===== config.mk =====
export PLATFORM = sky130hd
export DESIGN_NAME = uart_rx_tx_ring_buffers
export DESIGN_NICKNAME = d
export VERILOG_FILES = /design/src/sv/urtb_pkg.sv /design/src/sv/urtb_ram.sv /design/src/sv/uart_rx_tx_ring_buffers.sv
export SDC_FILE = /design/constraint.sdc
export NUM_CORES = 1
export LEC_CHECK = 0
export BUFFER_PORTS_ARGS = -buffer_cell sky130_fd_sc_hd__buf_2
export CAP_MARGIN = 20
export CORE_ASPECT_RATIO = 1.2
export CORE_MARGIN = 4
export CORE_UTILIZATION = 62
export CTS_BUF_LIST = sky130_fd_sc_hd__clkbuf_2 sky130_fd_sc_hd__clkbuf_4 sky130_fd_sc_hd__clkbuf_8
export DETAILED_ROUTE_END_ITERATION = 6
export PLACE_DENSITY_LB_ADDON = 0.08
export SLEW_MARGIN = 20
export SYNTH_ARGS = -nofsm -noshare
export SYNTH_HDL_FRONTEND = slang
export SYNTH_HIERARCHICAL = 1
export SYNTH_SLANG_ARGS = --single-unit

===== constraint.sdc =====
create_clock -name clk -period 4.74 [get_ports clk]
set_input_delay 1.185 -clock clk [delete_from_list [all_inputs] [get_ports clk]]
set_output_delay 1.185 -clock clk [all_outputs]
set_load 0.005 [all_outputs]

===== src/sv/urtb_pkg.sv =====
// Shared constants, codes and index helpers for the UART ring buffer block.
package urtb_pkg;

  localparam int RX_DEPTH = 8;
  localparam int TX_DEPTH = 8;

  localparam int RX_IW = (RX_DEPTH > 1) ? $clog2(RX_DEPTH) : 1;
  localparam int TX_IW = (TX_DEPTH > 1) ? $clog2(TX_DEPTH) : 1;
  localparam int RX_FW = $clog2(RX_DEPTH + 1);
  localparam int TX_FW = $clog2(TX_DEPTH + 1);

  localparam logic [7:0] CR_BYTE = 8'h0D;

  localparam logic [1:0] FUNC_LINE  = 2'd0;
  localparam logic [1:0] FUNC_READ  = 2'd1;
  localparam logic [1:0] FUNC_WRITE = 2'd2;
  localparam logic [1:0] FUNC_TXRDY = 2'd3;

  localparam logic [1:0] S_IDLE  = 2'd0;
  localparam logic [1:0] S_EXEC  = 2'd1;
  localparam logic [1:0] S_RXPOP = 2'd2;
  localparam logic [1:0] S_TXPOP = 2'd3;

  typedef logic [RX_IW-1:0] rx_idx_t;
  typedef logic [TX_IW-1:0] tx_idx_t;
  typedef logic [RX_FW-1:0] rx_cnt_t;
  typedef logic [TX_FW-1:0] tx_cnt_t;

  function automatic rx_idx_t rx_next(input rx_idx_t i);
    return (i == RX_IW'(RX_DEPTH - 1)) ? '0 : i + RX_IW'(1);
  endfunction

  function automatic tx_idx_t tx_next(input tx_idx_t i);
    return (i == TX_IW'(TX_DEPTH - 1)) ? '0 : i + TX_IW'(1);
  endfunction

endpackage


===== src/sv/urtb_ram.sv =====
// Generic simple dual-port RAM with one write port and a registered read port.
module urtb_ram #(
  parameter int WIDTH = 8,
  parameter int DEPTH = 8
) (
  input  logic                                    clk,
  input  logic                                    we,
  input  logic [((DEPTH > 1) ? $clog2(DEPTH) : 1)-1:0] waddr,
  input  logic [WIDTH-1:0]                        wdata,
  input  logic                                    re,
  input  logic [((DEPTH > 1) ? $clog2(DEPTH) : 1)-1:0] raddr,
  output logic [WIDTH-1:0]                        rdata
);

  logic [WIDTH-1:0] mem [DEPTH];
  logic [WIDTH-1:0] rdata_r;

  always_ff @(posedge clk) begin
    if (we) begin
      mem[waddr] <= wdata;
    end
    if (re) begin
      rdata_r <= mem[raddr];
    end
  end

  assign rdata = rdata_r;

endmodule


===== src/sv/uart_rx_tx_ring_buffers.sv =====
// Top level: UART receive and transmit ring buffers around two small RAMs.
//
//   channel | direction | handshake            | contents
//   --------+-----------+----------------------+------------------------------------------
//   in_     | request   | in_valid / in_ready  | func, line byte, write byte, read count
//   out_    | result    | out_valid / out_ready| popped byte, flags, both levels, CR, irq
//
// Sequencing: a request is taken in the idle state and executed from the EXEC state, so
// a single-result request (line byte, host write, empty read, idle transmitter
// event) is answered from EXEC. Requests that pop first read the RAM from EXEC:
// a host read of n bytes then pops one byte a cycle out of the receive RAM while
// the output is not stalled, and a transmit pop answers from its own pop state.
// Reset clears pointers, fill counts, the CR count and the irq enable; the RAM
// contents are never cleared and only entries that were written are read.
// A stalled result holds in the output register; execution waits on it, and
// the popped RAM word stays in the RAM read register until it can move on.
module uart_rx_tx_ring_buffers (
  input  logic       clk,
  input  logic       rst_n,

  input  logic       in_valid,
  output logic       in_ready,
  input  logic [1:0] in_func,
  input  logic [7:0] in_line_byte,
  input  logic [7:0] in_write_byte,
  input  logic [6:0] in_max_count,

  output logic       out_valid,
  input  logic       out_ready,
  output logic [7:0] out_byte,
  output logic       out_byte_valid,
  output logic       out_last,
  output logic       out_accepted,
  output logic       out_dropped,
  output logic [7:0] out_tx_byte,
  output logic       out_tx_valid,
  output logic [6:0] out_rx_level,
  output logic [7:0] out_tx_level,
  output logic       out_line_ready,
  output logic       out_tx_irq_enable
);

  // Control state.
  logic [1:0]          state_r, state_nxt;
  logic [1:0]          func_r, func_nxt;
  logic [7:0]          data_r, data_nxt;
  logic [6:0]          maxc_r, maxc_nxt;
  urtb_pkg::rx_idx_t   rx_head_r, rx_head_nxt, rx_tail_r, rx_tail_nxt;
  urtb_pkg::tx_idx_t   tx_head_r, tx_head_nxt, tx_tail_r, tx_tail_nxt;
  urtb_pkg::rx_cnt_t   rx_fill_r, rx_fill_nxt;
  urtb_pkg::rx_cnt_t   rx_cr_r, rx_cr_nxt;   // CR bytes held in the receive FIFO
  urtb_pkg::rx_cnt_t   rem_r, rem_nxt;       // bytes left to pop on a host read
  urtb_pkg::tx_cnt_t   tx_fill_r, tx_fill_nxt;
  logic                irq_r, irq_nxt;

  // Output register.
  logic       out_valid_r, out_valid_nxt;
  logic [7:0] res_byte_r, res_tx_byte_r;
  logic       res_bv_r, res_last_r, res_acc_r, res_drop_r, res_tv_r, res_lr_r, res_irq_r;
  logic [6:0] res_rxl_r;
  logic [7:0] res_txl_r;

  // Result being built this cycle.
  logic       load_out;
  logic [7:0] c_byte, c_tx_byte;
  logic       c_bv, c_last, c_acc, c_drop, c_tv;

  // RAM ports.
  logic              rx_we, rx_re, tx_we, tx_re;
  urtb_pkg::rx_idx_t rx_waddr, rx_raddr;
  urtb_pkg::tx_idx_t tx_waddr, tx_raddr;
  logic [7:0]        rx_rdata, tx_rdata;

  logic       slot_free;
  logic [6:0] rd_cnt;

  urtb_ram #(.WIDTH(8), .DEPTH(urtb_pkg::RX_DEPTH)) u_rx_ram (
    .clk   (clk),
    .we    (rx_we),
    .waddr (rx_waddr),
    .wdata (data_r),
    .re    (rx_re),
    .raddr (rx_raddr),
    .rdata (rx_rdata)
  );

  urtb_ram #(.WIDTH(8), .DEPTH(urtb_pkg::TX_DEPTH)) u_tx_ram (
    .clk   (clk),
    .we    (tx_we),
    .waddr (tx_waddr),
    .wdata (data_r),
    .re    (tx_re),
    .raddr (tx_raddr),
    .rdata (tx_rdata)
  );

  // The output register can take a new result when it is empty or draining.
  assign slot_free = !out_valid_r || out_ready;
  assign in_ready  = (state_r == urtb_pkg::S_IDLE);

  // Bytes a host read will pop: the smaller of the request and the fill level.
  assign rd_cnt = (maxc_r < 7'(rx_fill_r)) ? maxc_r : 7'(rx_fill_r);

  always_comb begin
    state_nxt   = state_r;
    func_nxt    = func_r;
    data_nxt    = data_r;
    maxc_nxt    = maxc_r;
    rx_head_nxt = rx_head_r;
    rx_tail_nxt = rx_tail_r;
    rx_fill_nxt = rx_fill_r;
    rx_cr_nxt   = rx_cr_r;
    rem_nxt     = rem_r;
    tx_head_nxt = tx_head_r;
    tx_tail_nxt = tx_tail_r;
    tx_fill_nxt = tx_fill_r;
    irq_nxt     = irq_r;

    rx_we    = 1'b0;
    rx_re    = 1'b0;
    tx_we    = 1'b0;
    tx_re    = 1'b0;
    rx_waddr = rx_tail_r;
    rx_raddr = rx_head_r;
    tx_waddr = tx_tail_r;
    tx_raddr = tx_head_r;

    load_out  = 1'b0;
    c_byte    = '0;
    c_bv      = 1'b0;
    c_last    = 1'b1;
    c_acc     = 1'b0;
    c_drop    = 1'b0;
    c_tx_byte = '0;
    c_tv      = 1'b0;

    case (state_r)
      urtb_pkg::S_IDLE: begin
        if (in_valid) begin
          func_nxt  = in_func;
          data_nxt  = (in_func == urtb_pkg::FUNC_LINE) ? in_line_byte : in_write_byte;
          maxc_nxt  = in_max_count;
          state_nxt = urtb_pkg::S_EXEC;
        end
      end

      urtb_pkg::S_EXEC: begin
        if (slot_free) begin
          case (func_r)
            urtb_pkg::FUNC_LINE: begin
              // Store the line byte, or drop it when the receive FIFO is full.
              if (rx_fill_r == urtb_pkg::RX_FW'(urtb_pkg::RX_DEPTH)) begin
                c_drop = 1'b1;
              end else begin
                rx_we       = 1'b1;
                rx_tail_nxt = urtb_pkg::rx_next(rx_tail_r);
                rx_fill_nxt = rx_fill_r + urtb_pkg::RX_FW'(1);
                if (data_r == urtb_pkg::CR_BYTE) begin
                  rx_cr_nxt = rx_cr_r + urtb_pkg::RX_FW'(1);
                end
              end
              load_out  = 1'b1;
              state_nxt = urtb_pkg::S_IDLE;
            end
            urtb_pkg::FUNC_WRITE: begin
              // Queue the host byte if there is room; enable transmit handling anyway.
              if (tx_fill_r < urtb_pkg::TX_FW'(urtb_pkg::TX_DEPTH)) begin
                tx_we       = 1'b1;
                tx_tail_nxt = urtb_pkg::tx_next(tx_tail_r);
                tx_fill_nxt = tx_fill_r + urtb_pkg::TX_FW'(1);
                c_acc       = 1'b1;
              end
              irq_nxt   = 1'b1;
              load_out  = 1'b1;
              state_nxt = urtb_pkg::S_IDLE;
            end
            urtb_pkg::FUNC_READ: begin
              // An empty read answers at once; otherwise fetch the head byte.
              if (rd_cnt == 7'd0) begin
                load_out  = 1'b1;
                state_nxt = urtb_pkg::S_IDLE;
              end else begin
                rx_re     = 1'b1;
                rem_nxt   = urtb_pkg::RX_FW'(rd_cnt);
                state_nxt = urtb_pkg::S_RXPOP;
              end
            end
            urtb_pkg::FUNC_TXRDY: begin
              if (irq_r && (tx_fill_r != '0)) begin
                tx_re     = 1'b1;
                state_nxt = urtb_pkg::S_TXPOP;
              end else begin
                irq_nxt   = 1'b0;
                load_out  = 1'b1;
                state_nxt = urtb_pkg::S_IDLE;
              end
            end
            default: begin
              state_nxt = urtb_pkg::S_IDLE;
            end
          endcase
        end
      end

      urtb_pkg::S_RXPOP: begin
        // Hand out the fetched byte and, unless it is the last, fetch the next one in the same cycle.
        if (slot_free) begin
          c_byte      = rx_rdata;
          c_bv        = 1'b1;
          c_last      = (rem_r == urtb_pkg::RX_FW'(1));
          rx_head_nxt = urtb_pkg::rx_next(rx_head_r);
          rx_fill_nxt = rx_fill_r - urtb_pkg::RX_FW'(1);
          rem_nxt     = rem_r - urtb_pkg::RX_FW'(1);
          if (rx_rdata == urtb_pkg::CR_BYTE) begin
            rx_cr_nxt = rx_cr_r - urtb_pkg::RX_FW'(1);
          end
          load_out = 1'b1;
          if (rem_r == urtb_pkg::RX_FW'(1)) begin
            state_nxt = urtb_pkg::S_IDLE;
          end else begin
            rx_re    = 1'b1;
            rx_raddr = rx_head_nxt;
          end
        end
      end

      urtb_pkg::S_TXPOP: begin
        if (slot_free) begin
          c_tx_byte   = tx_rdata;
          c_tv        = 1'b1;
          tx_head_nxt = urtb_pkg::tx_next(tx_head_r);
          tx_fill_nxt = tx_fill_r - urtb_pkg::TX_FW'(1);
          load_out    = 1'b1;
          state_nxt   = urtb_pkg::S_IDLE;
        end
      end

      default: begin
        state_nxt = urtb_pkg::S_IDLE;
      end
    endcase

    out_valid_nxt = load_out ? 1'b1 : (out_ready ? 1'b0 : out_valid_r);
  end

  always_ff @(posedge clk) begin
    if (!rst_n) begin
      state_r     <= urtb_pkg::S_IDLE;
      rx_head_r   <= '0;
      rx_tail_r   <= '0;
      rx_fill_r   <= '0;
      rx_cr_r     <= '0;
      rem_r       <= '0;
      tx_head_r   <= '0;
      tx_tail_r   <= '0;
      tx_fill_r   <= '0;
      irq_r       <= 1'b0;
      out_valid_r <= 1'b0;
    end else begin
      state_r     <= state_nxt;
      rx_head_r   <= rx_head_nxt;
      rx_tail_r   <= rx_tail_nxt;
      rx_fill_r   <= rx_fill_nxt;
      rx_cr_r     <= rx_cr_nxt;
      rem_r       <= rem_nxt;
      tx_head_r   <= tx_head_nxt;
      tx_tail_r   <= tx_tail_nxt;
      tx_fill_r   <= tx_fill_nxt;
      irq_r       <= irq_nxt;
      out_valid_r <= out_valid_nxt;
    end
  end

  // Request and result payload: no reset needed.
  always_ff @(posedge clk) begin
    func_r <= func_nxt;
    data_r <= data_nxt;
    maxc_r <= maxc_nxt;
    if (load_out) begin
      res_byte_r    <= c_byte;
      res_bv_r      <= c_bv;
      res_last_r    <= c_last;
      res_acc_r     <= c_acc;
      res_drop_r    <= c_drop;
      res_tx_byte_r <= c_tx_byte;
      res_tv_r      <= c_tv;
      res_rxl_r     <= 7'(rx_fill_nxt);
      res_txl_r     <= 8'(tx_fill_nxt);
      res_lr_r      <= (rx_cr_nxt != '0);
      res_irq_r     <= irq_nxt;
    end
  end

  assign out_valid         = out_valid_r;
  assign out_byte          = res_byte_r;
  assign out_byte_valid    = res_bv_r;
  assign out_last          = res_last_r;
  assign out_accepted      = res_acc_r;
  assign out_dropped       = res_drop_r;
  assign out_tx_byte       = res_tx_byte_r;
  assign out_tx_valid      = res_tv_r;
  assign out_rx_level      = res_rxl_r;
  assign out_tx_level      = res_txl_r;
  assign out_line_ready    = res_lr_r;
  assign out_tx_irq_enable = res_irq_r;

endmodule


======== Word level (Yosys, flattened, before mapping) ========
Memory sizes are Yosys's and may differ from the RTL's. A register that Yosys moved wholly into a read port is not among the register bits.
Index checks and enable logic that the tools add are counted.
storage, ports and cells
  memories ................................ 2
  latch bits .............................. 0
  word-level logic and storage cells ...... 158
  bits in read-only memories .............. 0
  output and inout port bits .............. 40
  bits in writable memories ............... 128
  register bits ........................... 80
memories
  name          words  width  rd ports  clocked after memory_dff  wr ports  RTL line        text
  u_rx_ram.mem  8      8      1         1                         1         urtb_ram.sv:15  logic [WIDTH-1:0] mem [DEPTH];
  u_tx_ram.mem  8      8      1         1                         1         urtb_ram.sv:15
operators by class
  eq/ne operators ......................... 21
  multiply operators ...................... 0
  magnitude comparators ................... 2
  divide/modulo/power cells ............... 0
  shifts and indexed selects .............. 0
  reduce and logical (&&, ||, !) cells .... 21
  muxes and demuxes ....................... 75
  $add $sub $neg .......................... 11
  bitwise gates (word level) .............. 1
operator list
  operator                                           number
  2-to-1 mux 4 bit                                   18
  case mux 4 bit (2 select lines)                    4
  2-to-1 mux 1 bit                                   31
  2-to-1 mux 3 bit                                   7
  == test 8 x 4 -> 1 bit (second input constant)     2
  subtractor 4 x 1 -> 4 bit (second input constant)  4
  2-to-1 mux 2 bit                                   7
  adder 3 x 1 -> 3 bit (second input constant)       4
  adder 4 x 1 -> 4 bit (second input constant)       3
  == test 3 bit (second input constant)              4
  inequality test 2 bit (second input constant)      6
  AND reduction 5 bit                                2
  == test 2 bit (second input constant)              4
  2-to-1 mux 8 bit                                   1
  case mux 2 bit (4 select lines)                    1
  AND reduction 4 bit                                2
  nonzero test 4 bit                                 2
  logical NOT 7 bit                                  1
  less-than comparator 7 x 4 -> 1 bit                1
  2-to-1 mux 7 bit                                   1
  logical NOT 2 bit                                  3
  case mux 1 bit (2 select lines)                    3
  case mux 2 bit (3 select lines)                    1
  AND reduction 2 bit                                3
  other kinds (13)                                   16

======== Longest topological paths before layout ========
  depth after elaboration ................. 8
  mapped depth ............................ 12
  gate-level depth less buffers ........... 9

======== Modules after synthesis ========
Netlist, hierarchy kept.
modules (own cells, without submodules)
  module                   area each (um^2)  sequential area each (um^2)  cells each  instances
  urtb_ram                 2,771.4           2,162.1                      114         2
  uart_rx_tx_ring_buffers  4,165.2           2,082.0                      406         1

======== Worst setup path after synthesis ========
No wires, ideal clock.
  path type ............................... register to register
  from .................................... reg rx_fill_r[2]
  to ...................................... reg res_acc_r, in the netlist out_accepted, enable pin
  setup time .............................. 0.458 ns
  buffers on the path ..................... 0
  stages on the path, launching flop included .. 9
  data required time ...................... 4.282 ns
  data arrival time ....................... 3.762 ns
  slack ................................... 0.520 ns
  period minus slack after synthesis ...... 4.220 ns
  cell sequence ........................... dfxtp_1 inv_1 ha_1 a21oi_1 o21ai_4 a211o_2 nand4b_4 a311oi_1 nor3_1
between the ends
  longest elaborated chain between the ends .. 7
ends and longest elaborated chain
  item                                 RTL line                        text
  start, declared                      uart_rx_tx_ring_buffers.sv:50   urtb_pkg::rx_cnt_t rx_fill_r, rx_fill_nxt;
  start signal, assigned               uart_rx_tx_ring_buffers.sv:263  rx_fill_r <= rx_fill_nxt;
  less-than comparator 7 x 4 -> 1 bit  uart_rx_tx_ring_buffers.sv:102  assign rd_cnt = (maxc_r < 7'(rx_fill_r)) ? maxc_r : 7'(rx_fill_r);
  2-to-1 mux 7 bit *                   uart_rx_tx_ring_buffers.sv:102
  logical NOT 7 bit *                  uart_rx_tx_ring_buffers.sv:179  if (rd_cnt == 7'd0) begin
  2-to-1 mux 1 bit *                   uart_rx_tx_ring_buffers.sv:179
  case mux 1 bit (3 select lines) *    uart_rx_tx_ring_buffers.sv:149  case (func_r)
  2-to-1 mux 1 bit *                   uart_rx_tx_ring_buffers.sv:148  if (slot_free) begin
  case mux 1 bit (2 select lines) *    uart_rx_tx_ring_buffers.sv:137  case (state_r)
  named net load_out                   uart_rx_tx_ring_buffers.sv:64   logic load_out;
  end signal, assigned                 uart_rx_tx_ring_buffers.sv:283  res_acc_r <= c_acc;
  end, declared                        uart_rx_tx_ring_buffers.sv:59   logic res_bv_r, res_last_r, res_acc_r, res_drop_r, res_tv_r, res_lr_r, res_irq_r;
The timed path passes the listed nets; every way through them passes the cells marked *.
A chain may end at the register's enable or synchronous reset.

======== Worst setup path after layout ========
  from .................................... in out_ready
  to ...................................... reg u_rx_ram.rdata_r[7], in the netlist u_rx_ram/rdata[7], read port of u_rx_ram.mem, data pin
between the ends
  longest elaborated chain between the ends .. 3
ends and longest elaborated chain
  item                   RTL line                        text
  start, declared        uart_rx_tx_ring_buffers.sv:29   input logic out_ready,
  logical OR 1 bit       uart_rx_tx_ring_buffers.sv:98   assign slot_free = !out_valid_r || out_ready;
  2-to-1 mux 3 bit       uart_rx_tx_ring_buffers.sv:207  if (slot_free) begin
  2-to-1 mux 3 bit       uart_rx_tx_ring_buffers.sv:137
  named net rx_raddr[0]  uart_rx_tx_ring_buffers.sv:70   urtb_pkg::rx_idx_t rx_waddr, rx_raddr;
  end, declared          urtb_ram.sv:16                  logic [WIDTH-1:0] rdata_r;
The timed path passes the listed nets, and every way through them passes these cells.

==> results.sh <==
export IMPL_crit_path_max_fanout=16
export IMPL_drt_iter0_markers=545
export IMPL_cts_root_buf="clkbuf_8"
export IMPL_synthesis_area_um2=9710
export IMPL_setup_worst_path_end_class="flop"
export IMPL_hp_class="reg2reg"
export IMPL_intPower_w=0.00303
export IMPL_grt_pass1_vias=5698
export IMPL_ios=69
export IMPL_pre_cts_slack_ps=839
export IMPL_arrival_ps=3660
export IMPL_power_density_nw_per_um2=357
export IMPL_synth_edff_count=192
export IMPL_slew_violations=0
export IMPL_routabilityCongestion=0.868
export IMPL_avgSynthCellArea_um2=15.3
export IMPL_firstDrtPassIters=5
export IMPL_placedInstanceArea_um2=10100
export IMPL_clock_latency_ps=530
export IMPL_grt_max_degree=40
export IMPL_post_drt_wl_per_cell_um=20.4
export IMPL_rsz0062_at_grt="no"
export IMPL_p_comb_frac=0.037
export IMPL_ys_seq_elements=224
export IMPL_row_count=49
export IMPL_slew_headroom=0.320
export IMPL_yosysWarnings=6
export IMPL_antenna_found_initial=0
export IMPL_synth_cell_types=62
export IMPL_crit_start="out_ready"
export IMPL_die_w_um=122
export IMPL_hold_violations=0
export IMPL_fmax_mhz=295
export IMPL_routed_wl_mm=19.1
export IMPL_switchingPower_w=0.000822
export IMPL_core_area_um2=15200
export IMPL_worstReg2RegStart="rx_fill_r[3]"
export IMPL_die_area_um2=17700
export IMPL_clockBufferDepth=3
export IMPL_tns_ps=0
export IMPL_cts_buffers=35
export IMPL_drive_gt1_frac=0.217
export IMPL_cts_sinks=224
export IMPL_nets=763
export IMPL_critical_path_class="in2reg"
export IMPL_die_height_um=145
export IMPL_period_minus_slack_ps=3390
export IMPL_grt_overflow=0
export IMPL_synth_yosys_seq_area_share=0.660
export IMPL_synth_async_reset_ratio=0
export IMPL_crit_required_ps=5010
export IMPL_hp_start="rem_r[3]"
export IMPL_hold_buffers=0
export IMPL_worstSetupStartpointType="primary input"
export IMPL_status="complete, no violations"
export IMPL_syn_inst=634
export IMPL_fin_skew_ps=31.6
export IMPL_initial_core_util=0.638
export IMPL_grt_pass1_wl_mm=29.8
export IMPL_cts_tree="yes"
export IMPL_port_buffers=61
export IMPL_tightest_slew_ps=1020
export IMPL_setup_violations=0
export IMPL_vias_per_cell=6.01
export IMPL_path_clk_slew_ps=60
export IMPL_p_seq_frac=0.577
export IMPL_ir_drop_mv=0.314
export IMPL_cts_htree_levels=2
export IMPL_grt_use_total=0.219
export IMPL_syn_to_final_growth_pct=11.1
export IMPL_antenna_cells=0
export IMPL_drcViolationCount=0
export IMPL_synth_ff_type="edfxtp_1"
export IMPL_power_share_switching=0.213
export IMPL_final_area_um2=10800
export IMPL_drtAntennaViolNets=0
export IMPL_p_clk_frac=0.386
export IMPL_leakagePower_nw=3.86
export IMPL_dp_hpwl_mm=12.8
export IMPL_fin_crit_sh=0.715
export IMPL_cts_resized=0
export IMPL_setup_ws_ps=1350
export IMPL_route_vias_total=5642
export IMPL_maxCapViolCount=0
export IMPL_post_cts_buffers=0
==> critical path, stage by stage <==
cell      delay, ps
buf_2            90
nand2b_1        120
nand2_1         190
inv_1           180
nand2_1         150
nor3_1          170
a21o_1          630
mux4_1          650
mux2_2          280
==> cell usage after synthesis (all sizes together) (3+ instances only) <==
master    n  area share
and2     13      0.0086
a21oi    23       0.012
nand2    46       0.018
o21ai    17      0.0099
nand4b    3      0.0043
mux2     31       0.036
nand4     5      0.0032
a221oi    3      0.0027
nand3    14      0.0072
inv      21      0.0081
buf      18       0.015
o211ai    4      0.0031
mux4     32       0.086
and3     18       0.012
o22ai     4      0.0026
a32oi     3      0.0027
nor4      4      0.0026
o221ai    3      0.0027
nor2     39       0.015
nand2b    8      0.0052
or4       4      0.0031
mux2i     4      0.0041
ha       23       0.030
nor3b     4      0.0031
a211oi    3      0.0023
edfxtp  192        0.59
clkbuf   16      0.0062
nor3     14      0.0072
nor2b     3      0.0019
a31oi     4      0.0041
dfxtp    32       0.066
==> logic make-up (layout without fill, tap and decap cells) <==
group / count (synthesis) / count (layout) / synth area share
multiplexers: 67 / 67 / 0.126
AO/OA/AOI/OAI: 79 / 79 / 0.0556
flip-flops: 224 / 224 / 0.660
adder cells (fa/ha/maj): 23 / 23 / 0.0296
buffers and inverters: 57 / 151 / 0.0304
other: 1 / 7 / 0.000386
AND/OR/NAND/NOR: 183 / 183 / 0.0982
==> through the flow <==
stage           util  hold WS, ps  total power (W)  cells
2_1_floorplan      -          450          0.00234    640
3_3_place_gp   0.667          468          0.00240    878
3_5_place_dp   0.667          473          0.00240    878
4_1_cts        0.709          486          0.00389    938
5_1_grt        0.709          512          0.00401    938
6_report       0.709          484          0.00385    938
==> power groups by stage <==
| stage | Sequential, W | Clock, W | Combinational [W] |
|---|---|---|---|
| floorplan | 0.00224 | 0 | 0.0000945 |
| global placement | 0.00226 | 0 | 0.000136 |
| detailed placement | 0.00226 | 0 | 0.000141 |
| CTS | 0.00222 | 0.00152 | 0.000142 |
| global route | 0.00223 | 0.00162 | 0.000157 |
| finish | 0.00222 | 0.00149 | 0.000143 |
==> state kept, by name, indices dropped and copies added, names as in the netlist, 3 cells and up <==
name / cells
maxc_r: 7
out_tx_byte: 8
tx_head_r: 3
rx_tail_r: 3
tx_tail_r: 3
tx_fill_r: 4
data_r: 8
u_rx_ram/mem: 64
rx_head_r: 3
out_byte: 8
rx_fill_r: 4
out_rx_level: 4
out_tx_level: 4
u_rx_ram/rdata: 8
rx_cr_r: 4
u_tx_ram/mem: 64
u_tx_ram/rdata: 8
rem_r: 4
==> worst paths after layout <==
kind / to / slack, ps / depth (start not counted)
min reg2reg: rem_r[3] / 480 / 2
max: u_rx_ram/rdata[7] / 1350 / 9
min: rem_r[3] / 480 / 2
max reg2reg: out_tx_byte[3] / 1370 / 8
==> layout make-up <==
| class | count | area [um2] |
|---|---|---|
| Clock buffer | 47 | 584 |
| Clock inverter | 13 | 58.8 |
| Fill cell | 1071 | 4420 |
| Inverter | 23 | 86.3 |
| Multi-Input combinational cell | 359 | 3030 |
| Sequential cell | 224 | 6410 |
| Tap cell | 204 | 255 |
| Timing Repair Buffer | 68 | 358 |
==> cells in the final DEF (no fill, tap or decap), drive strengths merged, types with 23 or more instances in the layout <==
cell type and instances:
mux4 32, clkbuf 47, buf 68, edfxtp 192, dfxtp 32, nand2 46
mux2 31, nor2 39, a21oi 23, ha 23
==> per-layer routing <==
layer | vias up | share of wire | global-route usage
li1 | 2623 | - | -
met5 | - | 0 | 0
met4 | 0 | 0.029 | 0.0779
met1 | 2770 | 0.40 | 0.287
met3 | 44 | 0.062 | 0.0432
met2 | 205 | 0.51 | 0.364
No activity file was read; power rests on OpenSTA's default activity.
